## src/hdl/mrf_pkg.sv

```systemverilog
`default_nettype none
package mrf_pkg;

  localparam logic [7:0]  FN_WRITE_SINGLE = 8'h06;
  localparam logic [7:0]  FN_READ_HOLDING = 8'h03;
  localparam logic [15:0] CRC_INIT        = 16'hFFFF;
  localparam logic [15:0] CRC_POLY        = 16'hA001;
  localparam int          BODY_LEN        = 6;
  localparam int          FRAME_LEN       = 8;
  localparam int          IDX_W           = $clog2(FRAME_LEN);
  localparam int          FIFO_DEPTH_DEF  = 2;
  localparam int          IN_TDATA_W      = 48;

  localparam logic OP_WRITE = 1'b0;
  localparam logic OP_READ  = 1'b1;

  typedef struct packed {
    logic [7:0]  device;
    logic [7:0]  func;
    logic [15:0] reg_addr;
    logic [15:0] reg_value;
  } body_t;

  typedef struct packed {
    logic full;
    logic empty;
  } fifo_stat_t;

  function automatic logic [15:0] crc_byte(input logic [15:0] crc_in, input logic [7:0] b);
    logic [15:0] c;
    c = crc_in ^ {8'h00, b};
    for (int i = 0; i < 8; i++) begin
      c = c[0] ? ((c >> 1) ^ CRC_POLY) : (c >> 1);
    end
    return c;
  endfunction

endpackage
`default_nettype wire

```

## src/hdl/modbus_rtu_request_framer.sv

```systemverilog
// Each request passes the queue, the body register and the output register.
// The byte-wide output channel sets the rate: one frame byte per cycle while
// out_tready allows it, with the CRC folded in one byte per cycle.
// A small request queue decouples input acceptance from frame serialization.
// Reset (rst_n low, synchronous) empties the queue and the output register.
`default_nettype none
module modbus_rtu_request_framer
  import mrf_pkg::*;
#(
  parameter int FIFO_DEPTH = FIFO_DEPTH_DEF
) (
  input  wire logic                  clk,
  input  wire logic                  rst_n,
  input  wire logic                  in_tvalid,
  output logic                       in_tready,
  // [0] opcode, [8:1] device_address, [24:9] register_address,
  // [40:25] register_value, [47:41] zero
  input  wire logic [IN_TDATA_W-1:0] in_tdata,
  output logic                       out_tvalid,
  input  wire logic                  out_tready,
  // [7:0] frame_byte
  output logic [7:0]                 out_tdata,
  output logic                       out_tlast
);

  localparam int CW = $clog2(FIFO_DEPTH + 1);

  fifo_stat_t    q_stat;
  body_t         q_wdata, q_rdata;
  logic          q_push, q_pop;
  logic [CW-1:0] q_fill;

  mrf_front u_front (
    .in_tvalid (in_tvalid),
    .in_tready (in_tready),
    .in_tdata  (in_tdata),
    .q_stat    (q_stat),
    .q_push    (q_push),
    .q_wdata   (q_wdata)
  );

  mrf_fifo #(.DEPTH(FIFO_DEPTH)) u_fifo (
    .clk   (clk),
    .rst_n (rst_n),
    .push  (q_push),
    .wdata (q_wdata),
    .pop   (q_pop),
    .rdata (q_rdata),
    .stat  (q_stat),
    .fill  (q_fill)
  );

  mrf_back u_back (
    .clk        (clk),
    .rst_n      (rst_n),
    .q_stat     (q_stat),
    .q_rdata    (q_rdata),
    .q_pop      (q_pop),
    .out_tvalid (out_tvalid),
    .out_tready (out_tready),
    .out_tdata  (out_tdata),
    .out_tlast  (out_tlast)
  );

  a_fill_bound: assert property (@(posedge clk) disable iff (!rst_n)
    q_fill <= CW'(FIFO_DEPTH))
    else $error("queue fill above depth");

  a_stall_full: assert property (@(posedge clk) disable iff (!rst_n)
    !in_tready |-> (q_fill == CW'(FIFO_DEPTH)))
    else $error("input stalled with queue not full");

  a_pop_nonempty: assert property (@(posedge clk) disable iff (!rst_n)
    q_pop |-> !q_stat.empty)
    else $error("pop from empty queue");

  a_push_count: assert property (@(posedge clk) disable iff (!rst_n)
    (q_push && !q_pop) |=> (q_fill == $past(q_fill) + CW'(1)))
    else $error("queue fill not tracking push");

endmodule
`default_nettype wire

```

## src/hdl/mrf_front.sv

```systemverilog
`default_nettype none
module mrf_front
  import mrf_pkg::*;
(
  input  wire logic                  in_tvalid,
  output logic                       in_tready,
  input  wire logic [IN_TDATA_W-1:0] in_tdata,
  input  wire fifo_stat_t            q_stat,
  output logic                       q_push,
  output body_t                      q_wdata
);

  logic        opcode;
  logic [7:0]  device_address;
  logic [15:0] register_address;
  logic [15:0] register_value;

  assign opcode           = in_tdata[0];
  assign device_address   = in_tdata[8:1];
  assign register_address = in_tdata[24:9];
  assign register_value   = in_tdata[40:25];

  assign in_tready = !q_stat.full;
  assign q_push    = in_tvalid && !q_stat.full;

  always_comb begin
    q_wdata.device    = device_address;
    q_wdata.func      = (opcode == OP_READ) ? FN_READ_HOLDING : FN_WRITE_SINGLE;
    q_wdata.reg_addr  = register_address;
    q_wdata.reg_value = register_value;
  end

endmodule
`default_nettype wire

```

## src/hdl/mrf_fifo.sv

```systemverilog
`default_nettype none
module mrf_fifo
  import mrf_pkg::*;
#(
  parameter int DEPTH = FIFO_DEPTH_DEF
) (
  input  wire logic                       clk,
  input  wire logic                       rst_n,
  input  wire logic                       push,
  input  wire body_t                      wdata,
  input  wire logic                       pop,
  output body_t                           rdata,
  output fifo_stat_t                      stat,
  output logic [$clog2(DEPTH+1)-1:0]      fill
);

  localparam int PW = $clog2(DEPTH);
  localparam int CW = $clog2(DEPTH + 1);

  body_t         mem_r [DEPTH];
  logic [PW-1:0] wptr_r, wptr_nxt;
  logic [PW-1:0] rptr_r, rptr_nxt;
  logic [CW-1:0] cnt_r, cnt_nxt;
  logic          do_push, do_pop;

  assign stat.full  = (cnt_r == CW'(DEPTH));
  assign stat.empty = (cnt_r == '0);
  assign fill       = cnt_r;
  assign rdata      = mem_r[rptr_r];
  assign do_push    = push && !stat.full;
  assign do_pop     = pop && !stat.empty;

  always_comb begin
    wptr_nxt = wptr_r;
    rptr_nxt = rptr_r;
    cnt_nxt  = cnt_r;
    if (do_push) begin
      wptr_nxt = (wptr_r == PW'(DEPTH - 1)) ? '0 : wptr_r + PW'(1);
    end
    if (do_pop) begin
      rptr_nxt = (rptr_r == PW'(DEPTH - 1)) ? '0 : rptr_r + PW'(1);
    end
    if (do_push && !do_pop) begin
      cnt_nxt = cnt_r + CW'(1);
    end else if (do_pop && !do_push) begin
      cnt_nxt = cnt_r - CW'(1);
    end
  end

  always_ff @(posedge clk) begin
    if (!rst_n) begin
      wptr_r <= '0;
      rptr_r <= '0;
      cnt_r  <= '0;
    end else begin
      wptr_r <= wptr_nxt;
      rptr_r <= rptr_nxt;
      cnt_r  <= cnt_nxt;
    end
  end

  always_ff @(posedge clk) begin
    if (do_push) begin
      mem_r[wptr_r] <= wdata;
    end
  end

endmodule
`default_nettype wire

```

## src/hdl/mrf_back.sv

```systemverilog
`default_nettype none
module mrf_back
  import mrf_pkg::*;
(
  input  wire logic       clk,
  input  wire logic       rst_n,
  input  wire fifo_stat_t q_stat,
  input  wire body_t      q_rdata,
  output logic            q_pop,
  output logic            out_tvalid,
  input  wire logic       out_tready,
  output logic [7:0]      out_tdata,
  output logic            out_tlast
);

  logic             busy_r, busy_nxt;
  logic [IDX_W-1:0] idx_r, idx_nxt;
  logic [15:0]      crc_r, crc_nxt;
  body_t            body_r, body_nxt;
  logic             ovalid_r, ovalid_nxt;
  logic [7:0]       odata_r, odata_nxt;
  logic             olast_r, olast_nxt;
  logic             advance;
  logic             at_end;
  logic [7:0]       cur_byte;

  assign advance = busy_r && (!ovalid_r || out_tready);
  assign at_end  = (idx_r == IDX_W'(FRAME_LEN - 1));
  assign q_pop   = !q_stat.empty && (!busy_r || (advance && at_end));

  always_comb begin
    case (idx_r)
      3'd0:    cur_byte = body_r.device;
      3'd1:    cur_byte = body_r.func;
      3'd2:    cur_byte = body_r.reg_addr[15:8];
      3'd3:    cur_byte = body_r.reg_addr[7:0];
      3'd4:    cur_byte = body_r.reg_value[15:8];
      3'd5:    cur_byte = body_r.reg_value[7:0];
      3'd6:    cur_byte = crc_r[7:0];
      default: cur_byte = crc_r[15:8];
    endcase
  end

  always_comb begin
    busy_nxt   = busy_r;
    idx_nxt    = idx_r;
    crc_nxt    = crc_r;
    body_nxt   = body_r;
    ovalid_nxt = ovalid_r && !out_tready;
    odata_nxt  = odata_r;
    olast_nxt  = olast_r;
    if (advance) begin
      ovalid_nxt = 1'b1;
      odata_nxt  = cur_byte;
      olast_nxt  = at_end;
      idx_nxt    = idx_r + IDX_W'(1);
      if (idx_r < IDX_W'(BODY_LEN)) begin
        crc_nxt = crc_byte(crc_r, cur_byte);
      end
      if (at_end) begin
        busy_nxt = 1'b0;
      end
    end
    if (q_pop) begin
      busy_nxt = 1'b1;
      idx_nxt  = '0;
      crc_nxt  = CRC_INIT;
      body_nxt = q_rdata;
    end
  end

  always_ff @(posedge clk) begin
    if (!rst_n) begin
      busy_r   <= 1'b0;
      idx_r    <= '0;
      ovalid_r <= 1'b0;
    end else begin
      busy_r   <= busy_nxt;
      idx_r    <= idx_nxt;
      ovalid_r <= ovalid_nxt;
    end
  end

  always_ff @(posedge clk) begin
    crc_r   <= crc_nxt;
    body_r  <= body_nxt;
    odata_r <= odata_nxt;
    olast_r <= olast_nxt;
  end

  assign out_tvalid = ovalid_r;
  assign out_tdata  = odata_r;
  assign out_tlast  = olast_r;

endmodule
`default_nettype wire

```

## config.mk

```make
export PLATFORM = sky130hd
export DESIGN_NAME = modbus_rtu_request_framer
export DESIGN_NICKNAME = d
export VERILOG_FILES = /design/src/hdl/mrf_pkg.sv /design/src/hdl/modbus_rtu_request_framer.sv /design/src/hdl/mrf_front.sv /design/src/hdl/mrf_fifo.sv /design/src/hdl/mrf_back.sv
export SDC_FILE = /design/constraint.sdc
export NUM_CORES = 1
export LEC_CHECK = 0
export BUFFER_PORTS_ARGS = -buffer_cell sky130_fd_sc_hd__clkbuf_2
export CAP_MARGIN = 20
export CORE_MARGIN = 5
export CORE_UTILIZATION = 36
export CTS_CLUSTER_DIAMETER = 100
export DETAILED_ROUTE_END_ITERATION = 10
export SLEW_MARGIN = 20
export SYNTH_ARGS = -nofsm -noshare
export SYNTH_HDL_FRONTEND = slang
export SYNTH_HIERARCHICAL = 1
export SYNTH_SLANG_ARGS = --single-unit
```

## constraint.sdc

```tcl
create_clock -name clk -period 3.6 [get_ports clk]
set_input_delay 0.72 -clock clk [delete_from_list [all_inputs] [get_ports clk]]
set_output_delay 0.72 -clock clk [all_outputs]
set_load 0.05 [all_outputs]
```

# Word-level counts from Yosys, hierarchy flattened
# Memory sizes are Yosys's and may differ from the RTL's. A register that Yosys moved wholly into a read port is not among the register bits.
# Cells that the tools add are included.
[totals]
inputBits = 52
wordCells = 81
out_inout_bits = 11
ramBits = 86
regBits = 42
mem_count = 1
[mem_list]
columns = ["memory", "words", "word_bits", "read_ports", "rd_ports_with_merged_regs", "wr", "line", "rtl"]
rows = [
  ["u_fifo.mem_r", 2, 43, 1, 1, 1, "mrf_fifo.sv:20", "body_t mem_r [DEPTH];"],
]
[classes]
reduce_logical = 26
order_cmp = 1
eq_ne = 8
n_bitwise = 10
mux = 20
addsub = 5
[ops]
columns = ["operator", "n"]
rows = [
  ["$mux W16", 8],
  ["$pmux W8 S7", 1],
  ["$not A2 Y3", 8],
  ["$xor A16 B8 Y16", 1],
  ["$eq A3 B3 Y1 const B", 4],
  ["$logic_and A1 B1 Y1", 9],
  ["$mux W1", 8],
  ["$logic_not A1 Y1", 7],
  ["$eq A3 B2 Y1 const B", 2],
  ["$reduce_bool A2 Y1", 3],
  ["$mux W2", 2],
  ["$reduce_and A2 Y1", 2],
  ["$add A3 B1 Y3 const B", 1],
  ["$eq A3 B1 Y1 const B", 1],
  ["$logic_not A3 Y1", 1],
  ["$lt A3 B3 Y1 const B", 1],
  ["$mux W3", 1],
  ["$add A1 B1 Y1 const B", 2],
  ["$add A2 B1 Y2 const B", 1],
  ["$eq A2 B2 Y1 const B", 1],
  ["$logic_not A2 Y1", 1],
  ["$logic_or A1 B1 Y1", 2],
  ["$reduce_or A2 Y1", 1],
  ["$sub A2 B1 Y2 const B", 1],
  ["$not A1 Y1", 1],
]

# Depth between registers and ports, before layout
# Gate-level depths: netlist (run 1).
[logic_depth]
depth_word = 19
mapped_depth = 15
ltp_nobuf = 11

# By module
# The synthesis (run 1) kept the hierarchy.
[modules_own_cells]
columns = ["mod", "area_per_inst_um2", "seq_area_each_um2", "cells_each", "n_inst"]
rows = [
  ["mrf_fifo", 3697.3, 2982.9, 174, 1],
  ["mrf_back", 3445.8, 2132.0, 245, 1],
  ["mrf_front", 374.1, 0.0, 52, 1],
]

# Worst setup path after synthesis (run 1)
# No wires, ideal clock.
[synth_path]
kind = "in2reg"
startpoint = "input out_tready"
endpoint = "register u_fifo.cnt_r[1], in the netlist u_fifo/fill[1]"
t_required_ns = 3.530
setup_slack_ns = 0.272
path_stages = 9
arrival_time_ns = 3.258
n_path_buf = 0
setup_time_ns = 0.070
path_cell_list = "nand2b_1 > nand2_1 > nand2_1 > nand2b_1 > inv_1 > o21ai_1 > ha_1 > or3_1 > a21boi_1"
[synth_between]
elab_chain_cells = 9
word_cells_on_any_way = 11
cone_classes = "mux (1); reduce/logical (10)"
[synth_lines]
columns = ["item", "line", "rtl"]
rows = [
  ["start, declared", "modbus_rtu_request_framer.sv:20", "input wire logic out_tready,"],
  ["$logic_or A1 B1 Y1 *", "mrf_back.sv:27", "assign advance = busy_r && (!ovalid_r || out_tready);"],
  ["$logic_and A1 B1 Y1 *", "mrf_back.sv:27", ""],
  ["$logic_and A1 B1 Y1 *", "mrf_back.sv:29", "assign q_pop = !q_stat.empty && (!busy_r || (advance && at_end));"],
  ["$logic_or A1 B1 Y1 *", "mrf_back.sv:29", ""],
  ["$logic_and A1 B1 Y1 *", "mrf_back.sv:29", ""],
  ["via q_pop", "modbus_rtu_request_framer.sv:30", "logic q_push, q_pop;"],
  ["$logic_and A1 B1 Y1 *", "mrf_fifo.sv:31", "assign do_pop = pop && !stat.empty;"],
  ["$logic_not A1 Y1", "mrf_fifo.sv:43", "if (do_push && !do_pop) begin"],
  ["$logic_and A1 B1 Y1", "mrf_fifo.sv:43", ""],
  ["$mux W2 or $reduce_bool A2 Y1 (tied branches)", "n/a", ""],
  ["end signal, assigned", "mrf_fifo.sv:58", "cnt_r <= cnt_nxt;"],
  ["end, declared", "mrf_fifo.sv:23", "logic [CW-1:0] cnt_r, cnt_nxt;"],
]
# The timed path passes the listed nets; every way through them passes the cells marked *.
# A chain may end at the register's enable or synchronous reset.

# Worst setup path after layout (run 1)
[layout_path]
startpoint = "register u_back.idx_r[0]"
endpoint = "register u_back.crc_r[0]"
[layout_between]
elab_chain_cells = 12
word_cells_on_any_way = 30
cone_classes = "order compare (1); eq/ne (7); mux (9); bitwise (8); reduce/logical (5)"
[layout_lines]
columns = ["item", "line", "rtl"]
rows = [
  ["start, declared", "mrf_back.sv:17", "logic [IDX_W-1:0] idx_r, idx_nxt;"],
  ["start signal, assigned", "mrf_back.sv:79", "idx_r <= idx_nxt;"],
  ["$eq A3 B3 Y1 (tied with other cells)", "mrf_back.sv:32", "case (idx_r)"],
  ["$pmux W8 S7 *", "mrf_back.sv:32", ""],
  ["via u_back.cur_byte[5]", "mrf_back.sv:25", "logic [7:0] cur_byte;"],
  ["$xor A16 B8 Y16 *", "mrf_pkg.sv:31", "c = crc_in ^ {8'h00, b};"],
  ["$mux W16 * (4 in series)", "mrf_pkg.sv:33", "c = c[0] ? ((c >> 1) ^ CRC_POLY) : (c >> 1);"],
  ["$not A2 Y3 (no source line)", "n/a", ""],
  ["$mux W16 * (4 in series)", "mrf_pkg.sv:33", ""],
  ["end signal, assigned", "mrf_back.sv:85", "crc_r <= crc_nxt;"],
  ["end, declared", "mrf_back.sv:18", "logic [15:0] crc_r, crc_nxt;"],
]
# Marks and branches as above.

==> reports/results.txt, run 1 <==
Main synth FF type -> edfxtp_1
post-synthesis mux area share -> 9.64%
# Post-CTS Setup Buffers -> 0
Yosys warning count -> 6
PortBufs -> 55
CTS root buf -> clkbuf_16
slew margin rel. -> 30.3%
antenna violations before repair -> 0
setup violators final -> 0
Pwr Total -> 8.27 mW
Seq/Total Area, Yosys -> 68.0%
outcome -> completed
antenna violation net count after detailed routing -> 0
DPL Wire Length -> 8.45 mm
largest family of logic cells by synthesized area -> multiplexers
post-synthesis adder-cell area fraction -> 1.17%
H-tree depth -> 4
Fmax -> 305 MHz
cts repair resizes -> 0
Fin Clk Skew -> 0.0146 ns
worst skew pair latency -> 0.42 ns
Die W -> 155 um
wire length of the first global-routing pass -> 20.3 mm
gr ovfl total -> 0
CTS Buf Count -> 17
placed cell area -> 0.00778 mm^2
GP Congestion -> 0.810
post-layout min period -> 3.28 ns
CP Launch Type -> flop
area of the multi-input gates -> 0.00192 mm^2
leakage -> 2.98 nW
Critical Path RT -> 3.96 ns
crit path DAT -> 3.64 ns
register bit total from synthesis -> 179
register area -> 0.00512 mm^2
layout cells sized above 1 -> 34.5%
Area growth syn-to-layout -> 11.9%
Vias/cell -> 4.66
Compound-Gate Fraction of Synth Area -> 5.96%
vias in the first global route -> 3811
Min Hold Slack -> 0.487 ns
Vias -> 3636
DRT iter0 DRCs -> 202
Critical path origin -> u_back/idx_r[0]
worst slew pin tran -> 1.05 ns
Filler Cells Inserted -> 1864
Synth cell types -> 53
period utilization -> 91.2%
CTS tree -> yes
CP max-delay cell -> xnor2_1
Total Neg Setup Slack -> 0 ns
maximum fanout along the worst path -> 10
post-synthesis xor/xnor area fraction -> 4.14%
Hold Fails Final Rpt -> 0
mapped cell area -> 0.00752 mm^2
Post-CTS Hold Fix Bufs -> 0
kind of critical path -> reg2reg
Post-synth ARST share -> 0%
I/O pin count -> 63
die area -> 0.0239 mm^2
DRT Pass-1 Iters -> 4
Hold Crit Start -> in_tdata[15]
Final nets -> 556
Mapped Cells -> 471
FP Rows -> 52
Crit. End Element -> flop
Worst VDD drop -> 0.000464 V
RR Startpoint -> u_back/idx_r[0]
pwr/cell area -> 983 mW/mm^2
residual DRC count -> 0
Slew Viols, Final -> 0
Cell Chain, Critical Path -> ha_1, ha_1, nor4_4, a221oi_1, a21oi_1, xnor2_2, xnor2_1, xnor2_1, xnor3_1, o21ai_1
largest net degree at the start of global routing -> 50
Sink Count -> 179
n_diodes -> 0
# Max-Cap Violations -> 0
core area -> 0.0204 mm^2
simple-gate share of the synthesized area -> 4.26%
Total GRT Usage -> 11.0%
reg2reg setup slack -> 0.32 ns
initial core utilization -> 36.8%
Die Y -> 155 um
final wirelength -> 12.7 mm
Max Root-Sink Buffers -> 2
average cell area after synthesis -> 16.0 um^2
Final Instance Area -> 0.00841 mm^2
drt wl/cell -> 16.3 um
Critical Path Max Stage Delay -> 0.56 ns
unrepaired setup endpoints after global routing -> false
min-delay worst type -> in2reg
clock slew seen by the registers of the worst setup and hold paths -> 0.07 ns
Post-synth EDFFs -> 153
-- state kept, by name, summed over array words and instances (netlist names), named ones only --
signal,flops
u_back/body_r,48
u_back/busy_r,1
u_back/crc_r,16
u_back/idx_r,3
u_back/out_tdata,8
u_back/out_tlast,1
u_back/out_tvalid,1
u_fifo/fill,2
u_fifo/mem_r,96
u_fifo/rptr_r,1
u_fifo/wptr_r,1
-- synthesized netlist by cell type, types with 2 or more instances --
master / number / area, um^2
nand2_1: 23 / 86.3
inv_2: 2 / 7.51
inv_1: 8 / 30.0
a21oi_1: 12 / 60.1
a221o_1: 3 / 30.0
mux2_2: 57 / 642
mux2_1: 6 / 67.6
buf_2: 6 / 30.0
o211ai_1: 9 / 67.6
xor2_1: 4 / 35.0
ha_1: 7 / 87.6
buf_6: 5 / 56.3
dfxtp_1: 26 / 521
nand3_1: 6 / 30.0
nand2b_1: 4 / 25.0
nor2_1: 16 / 60.1
conb_1: 2 / 7.51
o21ai_1: 3 / 15.0
xnor2_1: 11 / 96.3
a221oi_1: 6 / 52.6
and2_1: 3 / 18.8
a22o_1: 2 / 17.5
clkbuf_1: 3 / 11.3
a22oi_1: 8 / 60.1
buf_4: 49 / 368
xnor2_2: 8 / 130
a21boi_0: 3 / 22.5
o22a_1: 2 / 17.5
edfxtp_1: 153 / 4590
-- routing by layer --
layer | vias up | global-route usage (%) | wire, um
li1 | 1769 | - | -
met1 | 1779 | 14.6 | 5910
met2 | 74 | 17.0 | 6120
met3 | 14 | 3.10 | 439
met4 | 0 | 4.75 | 266
met5 | - | 0 | 0
-- critical path: cells and delay by family, from the launching register on --
kind / cells / cell delay (ns)
AOI/OAI and AO/OA: 3 / 0.64
xor gates and xnor gates: 4 / 1.16
adders and majority gates: 2 / 0.61
DFF: 1 / 0.34
and+or+nand+nor: 1 / 0.48
-- layout make-up --
| cell class | count | share of cell area (%) |
|---|---|---|
| inverters | 10 | 0.446 |
| well taps | 270 | 4.02 |
| flip-flops and latches | 179 | 60.8 |
| clock inverters | 15 | 2.42 |
| repair buffers | 66 | 4.40 |
| multi-input cells | 223 | 22.8 |
| clock buffers | 17 | 5.06 |
-- cells in the final DEF (no fill, tap or decap), types with 3 or more instances in the layout --
cell type	instances
buf_4	10
edfxtp_1	153
conb_1	6
a221oi_1	6
nor2_1	16
xor2_1	4
o21ai_1	3
a221o_1	3
mux2_2	57
clkbuf_16	17
mux2_1	6
inv_6	3
inv_2	3
and2_1	3
ha_1	7
clkinvlp_4	3
clkbuf_2	55
dfxtp_1	25
inv_1	7
o211ai_1	9
a21boi_0	3
nand3_1	6
a21oi_1	12
bufinv_16	4
xnor2_1	11
nand2b_1	4
xnor2_2	8
a22oi_1	8
clkinv_4	3
nand2_1	23
-- worst paths after layout --
kind                            depth (start not counted)                  end
worst max-delay path                                   10      u_back/crc_r[0]
worst min-delay path                                    1  u_fifo/mem_r[0][22]
worst max register to register                         10      u_back/crc_r[0]
worst min register to register                          2      u_back/crc_r[4]
-- cells by family after synthesis --
kind of cell | count (synthesis)
adders and majority gates | 7
buffers and inverters | 73
DFF | 179
and+or+nand+nor | 63
other | 2
AOI/OAI and AO/OA | 58
muxes | 64
xor gates and xnor gates | 25
-- power by group --
group | switching [mW] | internal, mW
registers | 0.290 | 3.02
clock network | 0.768 | 1.17
logic | 1.70 | 1.33
-- per-stage QoR --
step | worst slack (ns) | std cells | util [%]
final | 0.316 | 780 | 41.2
after global routing | 0.000185 | 780 | 41.2
after CTS | 0.333 | 780 | 41.2
after detailed placement | 0.362 | 748 | 38.1
after global placement | 0.428 | 748 | 38.1
after floorplan | 0.272 | 475 | -
Power figures use the tool's default switching activity.
==> inputs of run 2 (changes only) <==
--- a/config.mk
+++ b/config.mk
@@ -9,2 +9,4 @@
 export CAP_MARGIN = 20
+export CELL_PAD_IN_SITES_DETAIL_PLACEMENT = 1
+export CELL_PAD_IN_SITES_GLOBAL_PLACEMENT = 1
 export CORE_MARGIN = 5
@@ -13,2 +15,3 @@
 export DETAILED_ROUTE_END_ITERATION = 10
+export PLACE_DENSITY_LB_ADDON = 0.1
 export SLEW_MARGIN = 20
==> constraint.sdc (replaced) <==
create_clock -name clk -period 3.6 [get_ports clk]
set_input_delay 0.18 -clock clk [delete_from_list [all_inputs] [get_ports clk]]
set_output_delay 0.18 -clock clk [all_outputs]
set_load 0.05 [all_outputs]
==> reports/results.txt, run 2 (synthesis gave the netlist of run 1 again) <==
Top reg by flops -> u_fifo/mem_r
cell count of the worst hold path -> 2 (+1)
residual DRC count -> 0 (unchanged)
Sink Count -> 179 (unchanged)
final wirelength -> 14.4 mm (+13%)
most common cell after layout, fill and taps aside -> edfxtp_1
FP Rows -> 52 (unchanged)
vias in the first global route -> 4196 (+10%)
# Post-CTS Setup Buffers -> 0 (unchanged)
wire length of the first global-routing pass -> 23.1 mm (+14%)
Total Neg Setup Slack -> 0 ns (unchanged)
worst slew pin tran -> 0.762 ns (-0.283 ns)
Critical Path RT -> 3.90 ns (-0.06 ns)
PortBufs -> 55 (unchanged)
R2R depth -> 9 (-1)
max reg flops -> 96 (unchanged)
post-layout min period -> 3.20 ns (-0.0839 ns)
crit path DAT -> 3.50 ns (-0.14 ns)
core area -> 0.0204 mm^2 (unchanged)
CTS tree -> yes
I/O pin count -> 63 (unchanged)
drt wl/cell -> 17.5 um (+7.1%)
Final nets -> 599 (+7.7%)
Total GRT Usage -> 12.6% (+1.6 points)
largest net degree at the start of global routing -> 50 (unchanged)
cts repair resizes -> 0 (unchanged)
# Max-Cap Violations -> 0 (unchanged)
Top Registers -> u_fifo/mem_r: 96 flops, u_back/body_r: 48 flops, u_back/crc_r: 16 flops
Area growth syn-to-layout -> 16.7%
H-tree depth -> 4 (unchanged)
Crit. End Element -> flop
Hold Fails Final Rpt -> 0 (unchanged)
DRT Pass-1 Iters -> 5 (+1)
CP Launch Type -> flop
period utilization -> 88.9% (-2.3 points)
Fmax -> 312 MHz (+2.6%)
Post-CTS Hold Fix Bufs -> 41 (+41)
Max Root-Sink Buffers -> 2 (unchanged)
Worst VDD drop -> 0.000410 V (-12%)
leakage -> 3.13 nW (+5.2%)
antenna violations before repair -> 0 (unchanged)
Fin Clk Skew -> 0.00838 ns (-0.00621 ns)
Min Hold Slack -> 0.0612 ns (-0.426 ns)
placed insts -> 750 (+0.27%)
gr ovfl total -> 0 (unchanged)
die area -> 0.0239 mm^2 (unchanged)
GP Congestion -> 0.727 (-10%)
outcome -> completed
kind of critical path -> reg2reg
Vias/cell -> 4.66 (about the same)
clock slew seen by the registers of the worst setup and hold paths -> 0.07 ns (about the same)
pwr/cell area -> 936 mW/mm^2 (-4.8%)
min-delay worst type -> in2reg
Vias -> 3837 (+5.5%)
DP Worst Slack -> 0.411 ns (+0.0491 ns)
Die W -> 155 um (unchanged)
most frequent cells in the layout -> 153 x edfxtp_1, 57 x mux2_2, 55 x clkbuf_2
Util after Layout -> 42.9% (+1.8 points)
worst skew pair latency -> 0.42 ns (about the same)
DPL Wire Length -> 9.32 mm (+10%)
Slew Viols, Final -> 0 (unchanged)
unrepaired setup endpoints after global routing -> false
n_diodes -> 0 (unchanged)
CTS Buf Count -> 17 (unchanged)
reg2reg setup slack -> 0.40 ns (+0.08 ns)
CTS root buf -> clkbuf_16
maximum fanout along the worst path -> 9 (-1)
antenna violation net count after detailed routing -> 0 (unchanged)
Die Y -> 155 um (unchanged)
DRT iter0 DRCs -> 219 (+8.4%)
initial core utilization -> 36.8% (unchanged)
Final WS setup -> 0.400 ns (+0.0839 ns)
setup violators final -> 0 (unchanged)
layout cells sized above 1 -> 31.5% (-3.0 points)
fin cells -> 823 (+5.5%)
slew margin rel. -> 49.2% (+19 points)
## run 2: power by group
group | leakage [nW] | switching [mW] | total, mW | internal [mW]
registers | 1.64 | 0.275 | 3.29 | 3.02
logic | 1.22 | 1.76 | 3.13 | 1.37
clock network | 0.271 | 0.774 | 1.79 | 1.01
total | 3.13 | 2.81 | 8.21 | 5.40
## run 2: worst paths after layout
| check | end | from |
|---|---|---|
| setup reg to reg | u_back/crc_r[15] | u_back/idx_r[1] |
| setup / recovery | u_back/crc_r[15] | u_back/idx_r[1] |
| hold reg to reg | u_back/crc_r[5] | u_back/crc_r[13] |
| hold / removal | u_fifo/wptr_r | rst_n |
## run 2: through the flow
step	power (mW)	cell area, um^2
6_report	8.21	8770
5_1_grt	8.74	8770
4_1_cts	8.36	8770
3_5_place_dp	6.50	7800
3_3_place_gp	6.41	7800
2_1_floorplan	5.75	7530
## run 2: final cells by class
type                    count  area (um^2)
clock buffers              17          425
clock inverters            15          139
fillers                  2036        11700
inverters                  10         37.5
multi-input cells         223         1920
well taps                 270          338
repair buffers            109          796
flip-flops and latches    179         5120
## run 2: layer usage
| layer | up-vias | global-route usage, % | wire (um) |
|---|---|---|---|
| li1 | 1844 | - | - |
| met1 | 1926 | 16.8 | 6740 |
| met2 | 52 | 20.2 | 6990 |
| met3 | 15 | 3.02 | 480 |
| met4 | 0 | 4.42 | 186 |
| met5 | - | 0 | 0 |
## run 2: critical path, cell delays in order (launching register included)
cell,delay [ns]
dfxtp_1,0.38
inv_1,0.12
ha_1,0.32
or4_4,0.69
nor2_1,0.13
a21oi_1,0.10
xnor2_2,0.22
xnor2_1,0.58
nor4_1,0.10
a2111oi_1,0.43
